$ cat config.mk
export PLATFORM = sky130hd
export DESIGN_NAME = contiguous_frame_allocator_core
export DESIGN_NICKNAME = d
export VERILOG_FILES = /design/src/design/cfa_pkg.sv /design/src/design/cfa_bitmap.sv /design/src/design/contiguous_frame_allocator_core.sv
export SDC_FILE = /design/constraint.sdc
export NUM_CORES = 1
export LEC_CHECK = 0
export BUFFER_PORTS_ARGS = -buffer_cell sky130_fd_sc_hd__buf_2
export CORE_UTILIZATION = 50
export CTS_CLUSTER_SIZE = 10
export DETAILED_ROUTE_END_ITERATION = 8
export PLACE_DENSITY_LB_ADDON = 0.15
export SYNTH_ARGS = -nofsm -noshare
export SYNTH_HDL_FRONTEND = slang
export SYNTH_SLANG_ARGS = --single-unit
$ cat constraint.sdc
create_clock -name clk -period 8.8 [get_ports clk]
set_clock_uncertainty 0.2 [all_clocks]
set_input_delay 0.88 -clock clk [delete_from_list [all_inputs] [get_ports clk]]
set_output_delay 0.88 -clock clk [all_outputs]
set_load 0.05 [all_outputs]
$ cat src/design/cfa_pkg.sv
// ----------------------------------------------------------------------------
// Contiguous frame allocator package
// Shared widths, request and result codes, and the bitmap access struct.
// ----------------------------------------------------------------------------
package cfa_pkg;

    // Frame total and the widths that follow from it.
    localparam int NUM_FRAMES  = 256;
    localparam int FRAME_IDX_W = (NUM_FRAMES > 1) ? $clog2(NUM_FRAMES) : 1;
    localparam int FRAME_CNT_W = $clog2(NUM_FRAMES + 1);

    // Fixed field widths of the request and result items.
    localparam int FIELD_W  = 9;
    localparam int STATUS_W = 2;
    localparam int CMP_W    = (FIELD_W > FRAME_CNT_W) ? FIELD_W : FRAME_CNT_W;

    // Stream payload widths, padded to whole bytes.
    localparam int S_TDATA_W = ((2 * FIELD_W + 7) / 8) * 8;
    localparam int M_TDATA_W = ((FIELD_W + 7) / 8) * 8;

    typedef enum logic {
        CMD_ALLOC = 1'b0,
        CMD_FREE  = 1'b1
    } cmd_t;

    typedef enum logic [STATUS_W-1:0] {
        STATUS_DONE         = 2'd0,
        STATUS_ALLOC_FAIL   = 2'd1,
        STATUS_FREE_INVALID = 2'd2
    } status_t;

    typedef enum logic [2:0] {
        ST_CLEAR,
        ST_IDLE,
        ST_START,
        ST_SCAN,
        ST_MARK,
        ST_DONE
    } state_t;

    // One write port and one read port into the allocation bitmap.
    typedef struct packed {
        logic                   wr_en;
        logic [FRAME_IDX_W-1:0] wr_addr;
        logic                   wr_data;
        logic [FRAME_IDX_W-1:0] rd_addr;
    } bitmap_req_t;

endpackage

$ cat src/design/cfa_bitmap.sv
// ----------------------------------------------------------------------------
// Frame allocation bitmap
// One bit per frame, one write and one registered read per cycle.
// ----------------------------------------------------------------------------
module cfa_bitmap (
    input  logic                clk,
    input  cfa_pkg::bitmap_req_t req,
    output logic                rd_data
);
    import cfa_pkg::*;

    logic mem [NUM_FRAMES];

    always_ff @(posedge clk)
    begin
        if (req.wr_en)
        begin
            mem[req.wr_addr] <= req.wr_data;
        end
        rd_data <= mem[req.rd_addr];
    end

endmodule

$ cat src/design/contiguous_frame_allocator_core.sv
// ----------------------------------------------------------------------------
// Contiguous frame allocator core
// First-fit allocator of contiguous frame runs over a one-bit-per-frame map.
// ----------------------------------------------------------------------------
// Requests arrive on the s_ channel: s_tuser carries the command (allocate a
// run or free one frame), s_tdata the frame count and the handle. Every
// request produces exactly one result on the m_ channel: m_tuser carries the
// status and m_tdata the start handle (first frame index plus one, or zero).
// An allocate walks the bitmap from frame 0 upward, one frame per cycle,
// through a single registered read port, and then marks the run it found one
// frame per cycle through the single write port. One request is in work at
// a time, and s_tready is high only while the sequencer is idle.
// After reset a clearing pass writes every bitmap entry free, one per cycle,
// with s_tready low. Results sit in an output register; while the receiver
// stalls the next request can still be taken, and its result waits in the
// sequencer until the output register empties.
// ----------------------------------------------------------------------------
module contiguous_frame_allocator_core (
    input  logic                          clk,
    input  logic                          rst_n,
    // Request channel.
    input  logic                          s_tvalid,
    output logic                          s_tready,
    // s_tdata: frame_count [8:0], frame_handle [17:9], zero pad above.
    input  logic [cfa_pkg::S_TDATA_W-1:0] s_tdata,
    // s_tuser: cmd [0].
    input  logic                          s_tuser,
    // Result channel.
    output logic                          m_tvalid,
    input  logic                          m_tready,
    // m_tdata: start_handle [8:0], zero pad above.
    output logic [cfa_pkg::M_TDATA_W-1:0] m_tdata,
    // m_tuser: status [1:0].
    output logic [cfa_pkg::STATUS_W-1:0]  m_tuser
);
    import cfa_pkg::*;

    localparam logic [FRAME_IDX_W-1:0] LAST_IDX   = FRAME_IDX_W'(NUM_FRAMES - 1);
    localparam logic [FRAME_CNT_W-1:0] FRAME_TOT  = FRAME_CNT_W'(NUM_FRAMES);
    localparam logic [CMP_W-1:0]       FRAME_TOTC = CMP_W'(NUM_FRAMES);

    state_t                 state_reg, state_next;

    // Latched request.
    cmd_t                   req_cmd_reg, req_cmd_next;
    logic [FIELD_W-1:0]     req_count_reg, req_count_next;
    logic [FIELD_W-1:0]     req_handle_reg, req_handle_next;

    // Scan and mark datapath.
    logic [FRAME_CNT_W-1:0] issue_reg, issue_next;
    logic                   chk_valid_reg, chk_valid_next;
    logic [FRAME_IDX_W-1:0] chk_idx_reg, chk_idx_next;
    logic [FRAME_CNT_W-1:0] run_reg, run_next;
    logic [FRAME_IDX_W-1:0] first_reg, first_next;
    logic [FRAME_CNT_W-1:0] count_reg, count_next;

    // Pending result and output register.
    status_t                pend_status_reg, pend_status_next;
    logic [FIELD_W-1:0]     pend_start_reg, pend_start_next;
    logic                   out_valid_reg, out_valid_next;
    status_t                out_status_reg, out_status_next;
    logic [FIELD_W-1:0]     out_start_reg, out_start_next;

    bitmap_req_t            bm_req;
    logic                   bm_rd_data;

    // Decode of the latched request.
    logic [CMP_W-1:0]       count_ext;
    logic [CMP_W-1:0]       handle_ext;
    logic [CMP_W-1:0]       handle_m1;
    logic                   count_ok;
    logic                   handle_ok;

    // Scan step.
    logic                   issuing;
    logic [FRAME_CNT_W-1:0] run_inc;
    logic [FRAME_IDX_W-1:0] first_cand;
    logic                   found;
    logic                   scan_end;
    logic [CMP_W-1:0]       start_calc;
    logic                   out_free;

    assign count_ext  = CMP_W'(req_count_reg);
    assign handle_ext = CMP_W'(req_handle_reg);
    assign handle_m1  = handle_ext - CMP_W'(1);
    assign count_ok   = (count_ext != '0) && (count_ext <= FRAME_TOTC);
    assign handle_ok  = (handle_ext != '0) && (handle_ext <= FRAME_TOTC);

    assign issuing    = (issue_reg < FRAME_TOT);
    assign run_inc    = run_reg + FRAME_CNT_W'(1);
    assign first_cand = (run_reg == '0) ? chk_idx_reg : first_reg;
    assign found      = chk_valid_reg && !bm_rd_data && (run_inc == count_reg);
    assign scan_end   = chk_valid_reg && (chk_idx_reg == LAST_IDX);
    assign start_calc = CMP_W'(first_cand) + CMP_W'(1);
    assign out_free   = !out_valid_reg || m_tready;

    cfa_bitmap u_bitmap (
        .clk     (clk),
        .req     (bm_req),
        .rd_data (bm_rd_data)
    );

    // Next state.
    always_comb
    begin
        state_next = state_reg;
        case (state_reg)
            ST_CLEAR:
            begin
                if (issue_reg[FRAME_IDX_W-1:0] == LAST_IDX)
                begin
                    state_next = ST_IDLE;
                end
            end
            ST_IDLE:
            begin
                if (s_tvalid)
                begin
                    state_next = ST_START;
                end
            end
            ST_START:
            begin
                if (req_cmd_reg == CMD_ALLOC && count_ok)
                begin
                    state_next = ST_SCAN;
                end
                else
                begin
                    state_next = ST_DONE;
                end
            end
            ST_SCAN:
            begin
                if (found)
                begin
                    state_next = ST_MARK;
                end
                else if (scan_end)
                begin
                    state_next = ST_DONE;
                end
            end
            ST_MARK:
            begin
                if (run_reg == FRAME_CNT_W'(1))
                begin
                    state_next = ST_DONE;
                end
            end
            ST_DONE:
            begin
                if (out_free)
                begin
                    state_next = ST_IDLE;
                end
            end
            default:
            begin
                state_next = ST_IDLE;
            end
        endcase
    end

    // Datapath and bitmap port.
    always_comb
    begin
        req_cmd_next     = req_cmd_reg;
        req_count_next   = req_count_reg;
        req_handle_next  = req_handle_reg;
        issue_next       = issue_reg;
        chk_valid_next   = 1'b0;
        chk_idx_next     = chk_idx_reg;
        run_next         = run_reg;
        first_next       = first_reg;
        count_next       = count_reg;
        pend_status_next = pend_status_reg;
        pend_start_next  = pend_start_reg;
        out_valid_next   = out_valid_reg && !m_tready;
        out_status_next  = out_status_reg;
        out_start_next   = out_start_reg;
        bm_req.wr_en     = 1'b0;
        bm_req.wr_addr   = issue_reg[FRAME_IDX_W-1:0];
        bm_req.wr_data   = 1'b0;
        bm_req.rd_addr   = issue_reg[FRAME_IDX_W-1:0];
        s_tready         = 1'b0;

        case (state_reg)
            ST_CLEAR:
            begin
                bm_req.wr_en = 1'b1;
                if (issue_reg[FRAME_IDX_W-1:0] == LAST_IDX)
                begin
                    issue_next = '0;
                end
                else
                begin
                    issue_next = issue_reg + FRAME_CNT_W'(1);
                end
            end
            ST_IDLE:
            begin
                s_tready = 1'b1;
                if (s_tvalid)
                begin
                    req_cmd_next    = cmd_t'(s_tuser);
                    req_count_next  = s_tdata[FIELD_W-1:0];
                    req_handle_next = s_tdata[2*FIELD_W-1:FIELD_W];
                end
            end
            ST_START:
            begin
                pend_start_next = '0;
                issue_next      = '0;
                run_next        = '0;
                count_next      = count_ext[FRAME_CNT_W-1:0];
                if (req_cmd_reg == CMD_FREE)
                begin
                    // Free of a single frame; null or out-of-range handles are ignored.
                    bm_req.wr_addr = handle_m1[FRAME_IDX_W-1:0];
                    bm_req.wr_en   = handle_ok;
                    pend_status_next = handle_ok ? STATUS_DONE : STATUS_FREE_INVALID;
                end
                else
                begin
                    pend_status_next = STATUS_ALLOC_FAIL;
                end
            end
            ST_SCAN:
            begin
                // Each read is issued in the cycle before its returned bit is checked.
                if (issuing)
                begin
                    issue_next     = issue_reg + FRAME_CNT_W'(1);
                    chk_valid_next = 1'b1;
                    chk_idx_next   = issue_reg[FRAME_IDX_W-1:0];
                end
                if (chk_valid_reg)
                begin
                    if (bm_rd_data)
                    begin
                        run_next = '0;
                    end
                    else
                    begin
                        run_next   = run_inc;
                        first_next = first_cand;
                    end
                end
                if (found)
                begin
                    // Run found: the run length register now counts frames left to mark.
                    run_next         = count_reg;
                    first_next       = first_cand;
                    pend_status_next = STATUS_DONE;
                    pend_start_next  = start_calc[FIELD_W-1:0];
                end
            end
            ST_MARK:
            begin
                bm_req.wr_en   = 1'b1;
                bm_req.wr_addr = first_reg;
                bm_req.wr_data = 1'b1;
                first_next     = first_reg + FRAME_IDX_W'(1);
                run_next       = run_reg - FRAME_CNT_W'(1);
            end
            ST_DONE:
            begin
                if (out_free)
                begin
                    out_valid_next  = 1'b1;
                    out_status_next = pend_status_reg;
                    out_start_next  = pend_start_reg;
                end
            end
            default:
            begin
                s_tready = 1'b0;
            end
        endcase
    end

    always_ff @(posedge clk or negedge rst_n)
    begin
        if (!rst_n)
        begin
            state_reg     <= ST_CLEAR;
            issue_reg     <= '0;
            chk_valid_reg <= 1'b0;
            out_valid_reg <= 1'b0;
        end
        else
        begin
            state_reg     <= state_next;
            issue_reg     <= issue_next;
            chk_valid_reg <= chk_valid_next;
            out_valid_reg <= out_valid_next;
        end
    end

    always_ff @(posedge clk)
    begin
        req_cmd_reg     <= req_cmd_next;
        req_count_reg   <= req_count_next;
        req_handle_reg  <= req_handle_next;
        chk_idx_reg     <= chk_idx_next;
        run_reg         <= run_next;
        first_reg       <= first_next;
        count_reg       <= count_next;
        pend_status_reg <= pend_status_next;
        pend_start_reg  <= pend_start_next;
        out_status_reg  <= out_status_next;
        out_start_reg   <= out_start_next;
    end

    assign m_tvalid = out_valid_reg;
    assign m_tuser  = out_status_reg;
    assign m_tdata  = M_TDATA_W'(out_start_reg);

`ifndef SYNTHESIS
    // A request is never taken twice in a row: the sequencer leaves idle on accept.
    assert property (@(posedge clk) disable iff (!rst_n)
        s_tvalid && s_tready |=> !s_tready)
        else $error("request channel stayed ready after an accept");

    // A failed allocate or an ignored free never reports a handle.
    assert property (@(posedge clk) disable iff (!rst_n)
        m_tvalid && (m_tuser == STATUS_ALLOC_FAIL || m_tuser == STATUS_FREE_INVALID)
        |-> m_tdata == '0)
        else $error("failing result carries a nonzero start handle");

    // A reported start handle lies inside the frame map.
    assert property (@(posedge clk) disable iff (!rst_n)
        m_tvalid |-> CMP_W'(m_tdata[FIELD_W-1:0]) <= FRAME_TOTC)
        else $error("start handle beyond the frame total");

    // During the scan the current free run stays shorter than the request.
    assert property (@(posedge clk) disable iff (!rst_n)
        state_reg == ST_SCAN |-> run_reg < count_reg)
        else $error("free run length reached the count without a match");

    // Marking always has at least one frame left to write.
    assert property (@(posedge clk) disable iff (!rst_n)
        state_reg == ST_MARK |-> run_reg != '0)
        else $error("mark pass entered with nothing left to mark");
`endif

endmodule
### Yosys cells after proc, flatten, opt, wreduce, memory -nomap -nowiden

Memory sizes are Yosys's and may differ from the RTL's. A register that Yosys moved wholly into a read port is not among the register bits.
Cells that the tools add are included.

| word-level totals | value |
|---|---|
| input bits | 29 |
| RAM bits | 256 |
| register bits after elaboration | 89 |
| word-level logic and storage cells | 109 |
| memories kept | 1 |
| output and inout port bits | 20 |

Memory list:

| name | words | bits a word | rd ports | clocked after memory_dff | write ports | line | RTL |
|---|---|---|---|---|---|---|---|
| u_bitmap.mem | 256 | 1 | 1 | 1 | 1 | cfa_bitmap.sv:12 | `logic mem [NUM_FRAMES];` |

| operators by class | value |
|---|---|
| eq/ne operators | 18 |
| muxes and demuxes | 37 |
| add/sub/neg operators | 6 |
| $lt $le $gt $ge | 3 |
| bitwise operators | 1 |
| reduce and logical (&&, ||, !) cells | 28 |

Operators with widths:

| operator | count |
|---|---|
| 9-bit two-way mux | 7 |
| 9-bit case mux with 3 select lines | 2 |
| 8-bit two-way mux | 4 |
| 8-bit case mux with 2 select lines | 2 |
| 3-bit two-way mux | 7 |
| 9-bit by 1-bit adder with 9-bit output, second input constant | 2 |
| 9-bit less-or-equal comparator, second input constant | 2 |
| 3-bit case mux with 6 select lines | 1 |
| 9-bit case mux with 2 select lines | 1 |
| 9-bit nonzero test | 2 |
| 8-bit equality test, second input constant | 2 |
| 2-bit != test, second input constant | 6 |
| 2-bit AND reduction | 6 |
| 8-bit by 1-bit adder with 9-bit output, second input constant | 1 |
| 9-bit by 1-bit equality test with 1-bit output, second input constant | 1 |
| 9-bit equality test | 1 |
| 9-bit zero test | 1 |
| 9-bit less-than comparator, second input constant | 1 |
| 3-bit != test, second input constant | 3 |
| 9-bit by 1-bit subtractor with 9-bit output, second input constant | 1 |
| 8-bit by 1-bit adder with 8-bit output, second input constant | 1 |
| 1-bit two-way mux | 8 |
| 8-bit by 1-bit subtractor with 8-bit output, second input constant | 1 |
| 1-bit logical AND | 7 |
| other kinds (15) | 23 |

### Longest topological paths before layout

| logic depth | value |
|---|---|
| word-level depth | 6 |
| mapped depth | 12 |
| gate-level depth less buffers | 10 |

### Cells and area by module

From an unflattened synthesis, not the netlist that was laid out.

| second synthesis, totals | value |
|---|---|
| cell total of the unflattened synthesis | 1216 |
| area, all modules | 15838.9 um2 |

By module, submodules not included:

| module | instances | cells each | area each (um2) | seq. area each (um2) |
|---|---|---|---|---|
| cfa_bitmap | 1 | 788 | 11128.2 | 7707.4 |
| contiguous_frame_allocator_core | 1 | 428 | 4710.8 | 2602.5 |

### Worst setup path before layout

OpenSTA, ideal clock, no wires.

| timing path | value |
|---|---|
| path type | reg-to-reg |
| start point | reg state_reg[2] |
| end point | mem u_bitmap.mem[0] (data pin) |
| clock period less this slack | 6.525 ns |
| required time | 7.548 ns |
| stages on the path, launching flop included | 8 |
| path buffers | 5 |
| setup slack | 2.275 ns |
| library setup time | 1.052 ns |
| data arrival time | 5.273 ns |
| cells stage by stage | dfrtp_1 -> buf_6 -> or3b_1 -> buf_4 -> clkinv_2 -> buf_8 -> buf_8 -> clkbuf_1 |

RTL lines:

| what | line | RTL |
|---|---|---|
| from (decl) | contiguous_frame_allocator_core.sv:42 | `state_t state_reg, state_next;` |
| from (signal assigned) | contiguous_frame_allocator_core.sv:294 | `state_reg <= state_next;` |
| to (decl) | cfa_bitmap.sv:12 |  |

### Worst setup path in the final report

| timing path | value |
|---|---|
| start point | reg state_reg[0] |
| end point | mem u_bitmap.mem[137] (enable) |

| on the way | value |
|---|---|
| word-level cells in the longest chain between the ends | 5 |
| elaborated cells between the ends (all ways) | 8 |
| classes of those cells | eq/ne (2); mux (4); reduce/logical (2) |

RTL lines:

| what | line | RTL |
|---|---|---|
| 3-bit equality test / 3-bit zero test (equally long branches) | contiguous_frame_allocator_core.sv:188 | `case (state_reg)` |
| 2-bit OR reduction (no line) | n/a |  |
| 1-bit case mux with 2 select lines | contiguous_frame_allocator_core.sv:188 |  |
| 1-bit two-way mux | cfa_bitmap.sv:16 | `if (req.wr_en)` |
| 1-bit two-way mux (implied by the code) | cfa_bitmap.sv:18 | `mem[req.wr_addr] <= req.wr_data;` |

Parallel ways exist; a longest one is shown, timed or not.

==> impl_metrics.py <==
metrics = {
    "setup_path": {
        "rr_worst_depth": 7,
        "worstSetupPathType": "reg -> reg",
        "critPathLaunch": "state_reg[0]",
        "critPathArrivalTime_ns": 4.88,
        "r2r_setup_slack_ns": 3.95,
        "r2r-end": "u_bitmap.mem[137]",
        "critPathLaunchType": "flop",
        "timing.rr.start": "state_reg[0]",
        "worstPathRequired_ns": 8.83,
        "path_max_fanout": 99,
        "endpoint_kind": "flop",
    },
    "synth": {
        "synth_compound_area_share_pct": 5.74,
        "yosysTopAreaCell": "edfxtp_1",
        "synth_top_family_by_area": "simple AND/OR/NAND/NOR gates",
        "synthTopCellsByArea": "edfxtp_1 60%, mux4_2 8.2%, nor2_1 6.8%",
        "synthAdderAreaFrac_pct": 0.681,
        "synth_cell_types": 87,
        "ys_seq_elements": 346,
        "muxShareOfSynthArea_pct": 10.8,
        "mappedNetlistArea_sq_um": 16500,
        "synth_edf_count": 331,
        "synthFlopType": "edfxtp_1",
        "avgSynthCellArea_sq_um": 13.7,
        "synth.most_common_cell": "edfxtp_1",
        "ys_async_sr_fraction_pct": 4.05,
        "synth_top_cell_area_share_pct": 60.1,
        "yosys_warnings": 0,
        "syn-instance-count": 1208,
        "yosys.area_share.xor_xnor_pct": 1.65,
        "synth-seq-area-share_pct": 62.4,
        "synth_simple_gate_area_share_pct": 14.5,
        "netlist_top_cells_count": "331 x edfxtp_1, 300 x nor2_1, 60 x mux4_2",
    },
    "final_layout": {
        "area_growth_pct": 8.42,
        "regMostFlops": "u_bitmap.mem",
        "n_antenna_cell": 0,
        "nFillCells": 2774,
        "multiInputGateArea_sq_um": 5530,
        "layout.cells.non_filler": 1675,
        "largest_reg_flops": 256,
        "final_util_pct": 55.1,
        "final_net_count": 1245,
        "final_layout_size_suffix_gt1_share_pct": 18.2,
        "ff_latch_area_sq_um": 10300,
    },
    "clock_network": {
        "cts_sinks": 346,
        "clockBufferDepth": 3,
        "cts_hold_buffers": 0,
        "cts_setup_buffers": 0,
        "clk_latency_ns": 0.55,
        "cts_buffers": 42,
        "cts_tree": "yes",
        "clk_pin_slew_ns": 0.06,
        "cts-root-buf": "clkbuf_16",
        "post_cts_resized": 0,
        "h-tree-depth": 2,
    },
    "route": {
        "drc_errors": 0,
        "detail_route.vias_per_cell": 5.86,
        "first_pass_iters": 5,
        "wirelength_mm": 37.4,
        "via_count": 9816,
        "drt_iter0_markers": 873,
        "postRouteAntennaNets": 0,
        "post_drt_wl_per_cell_um": 22.3,
    },
    "die": {
        "num_rows": 66,
        "io_pins": 49,
        "dieArea_sq_um": 33800,
        "die_y_um": 184,
        "fp.dieW_um": 184,
        "start_util_pct": 50.8,
        "coreArea_sq_um": 32500,
    },
    "sta": {
        "holdWs_ns": 0.0392,
        "drv_slew": 0,
        "finalSetupViolCount": 0,
        "hold_viol": 0,
        "worst_pin_slew_ns": 1.03,
        "layout_min_cycle_time_ns": 4.85,
        "rsz0062_at_grt": "no",
        "finalSetupTns_ns": 0,
        "max_slew_margin_pct": 31.6,
        "timing.fmax_mhz": 206,
        "fin_crit_sh_pct": 55.1,
    },
    "min_path": {
        "hold_class": "in -> async",
    },
    "global_route": {
        "grt_max_degree": 106,
        "grt_pass1_wl_mm": 57.4,
        "grt_pass1_vias": 9526,
        "grt_use_total_pct": 22.9,
        "grt_overflow": 0,
        "antenna_found_initial": 0,
    },
    "run": {
        "cap_violations": 0,
    },
    "power_and_ir_drop": {
        "cellLeakagePower_uw": 0.00529,
        "power_density_nw_per_um2": 187,
        "irDropWorstVdd_v": 0.000180,
    },
    "placement": {
        "gp_congestion": 0.868,
        "place_inst": 1605,
        "hpwl_mm": 21.8,
        "port_buffers": 35,
    },
    "status": {
        "status": "complete, no violations",
    },
}
==> worst max-delay path: stages, from the launching register on <==
cell and delay, ns:
dfrtp_1 0.76, or3b_1 0.75, inv_6 0.42, buf_4 0.48, a22o_1 0.36, nor3_2 0.69, nand2_1 0.57, nor2_1 0.26
==> kinds of logic (layout without fill, tap and decap cells) <==
kind of cell,Yosys count,after routing
and+or+nand+nor,480,480
DFF,346,346
AOI/OAI and AO/OA,131,131
buffers and inverters,111,130
muxes,102,102
xor gates and xnor gates,28,28
adders and majority gates,9,9
other,1,7
==> through the flow <==
| step | cell area (sq um) | total power, uW | setup slack [ns] |
|---|---|---|---|
| after floorplan | 16600 | 1820 | 2.28 |
| after global placement | 16700 | 1830 | 4.05 |
| after detailed placement | 16700 | 1830 | 4.01 |
| after CTS | 17900 | 3370 | 3.98 |
| after global routing | 17900 | 3430 | 3.74 |
| final | 17900 | 3350 | 3.95 |
==> area by class of cell <==
cell class                      count  area share, %
Sequential cell                   346           57.5
Timing Repair Buffer               42           1.27
Clock inverter                      7          0.349
Inverter                           18          0.405
Tap cell                          442           3.09
Multi-Input combinational cell    757           30.9
Clock buffer                       63           6.48
==> layer usage <==
layer | up-vias | global-route usage [%] | part of all wire [%]
li1 | 4485 | - | -
met3 | 68 | 3.74 | 5.8
met4 | 0 | 7.60 | 2.8
met2 | 279 | 39.2 | 50
met1 | 4984 | 29.8 | 41
met5 | - | 0 | 0
==> power breakdown <==
part	leakage, uW	switching, uW	internal, uW
sequential	0.00266	0.00000000000000888	1780
combinational	0.00204	9.55	3.67
clock	0.000587	644	908
==> cell usage in the layout, fill, tap and decap left out, drive strengths merged, types with 9 or more instances in the layout <==
cell type	instances
edfxtp	331
nor2	304
clkbuf	63
mux4	60
nand2	56
buf	42
mux2i	34
nand3	27
a21oi	26
o21ai	22
xnor2	21
inv	18
nor3	17
dfrtp	14
a22oi	12
a31oi	11
nand4	9
o211ai	9
ha	9
==> worst max-delay path by stage <==
stage | endpoint
finish | u_bitmap.mem[137]
global route | u_bitmap.mem[139]
CTS | u_bitmap.mem[137]
detailed placement | u_bitmap.mem[134]
global placement | u_bitmap.mem[140]
floorplan | u_bitmap.mem[0]
No activity file was read; power rests on OpenSTA's default activity.
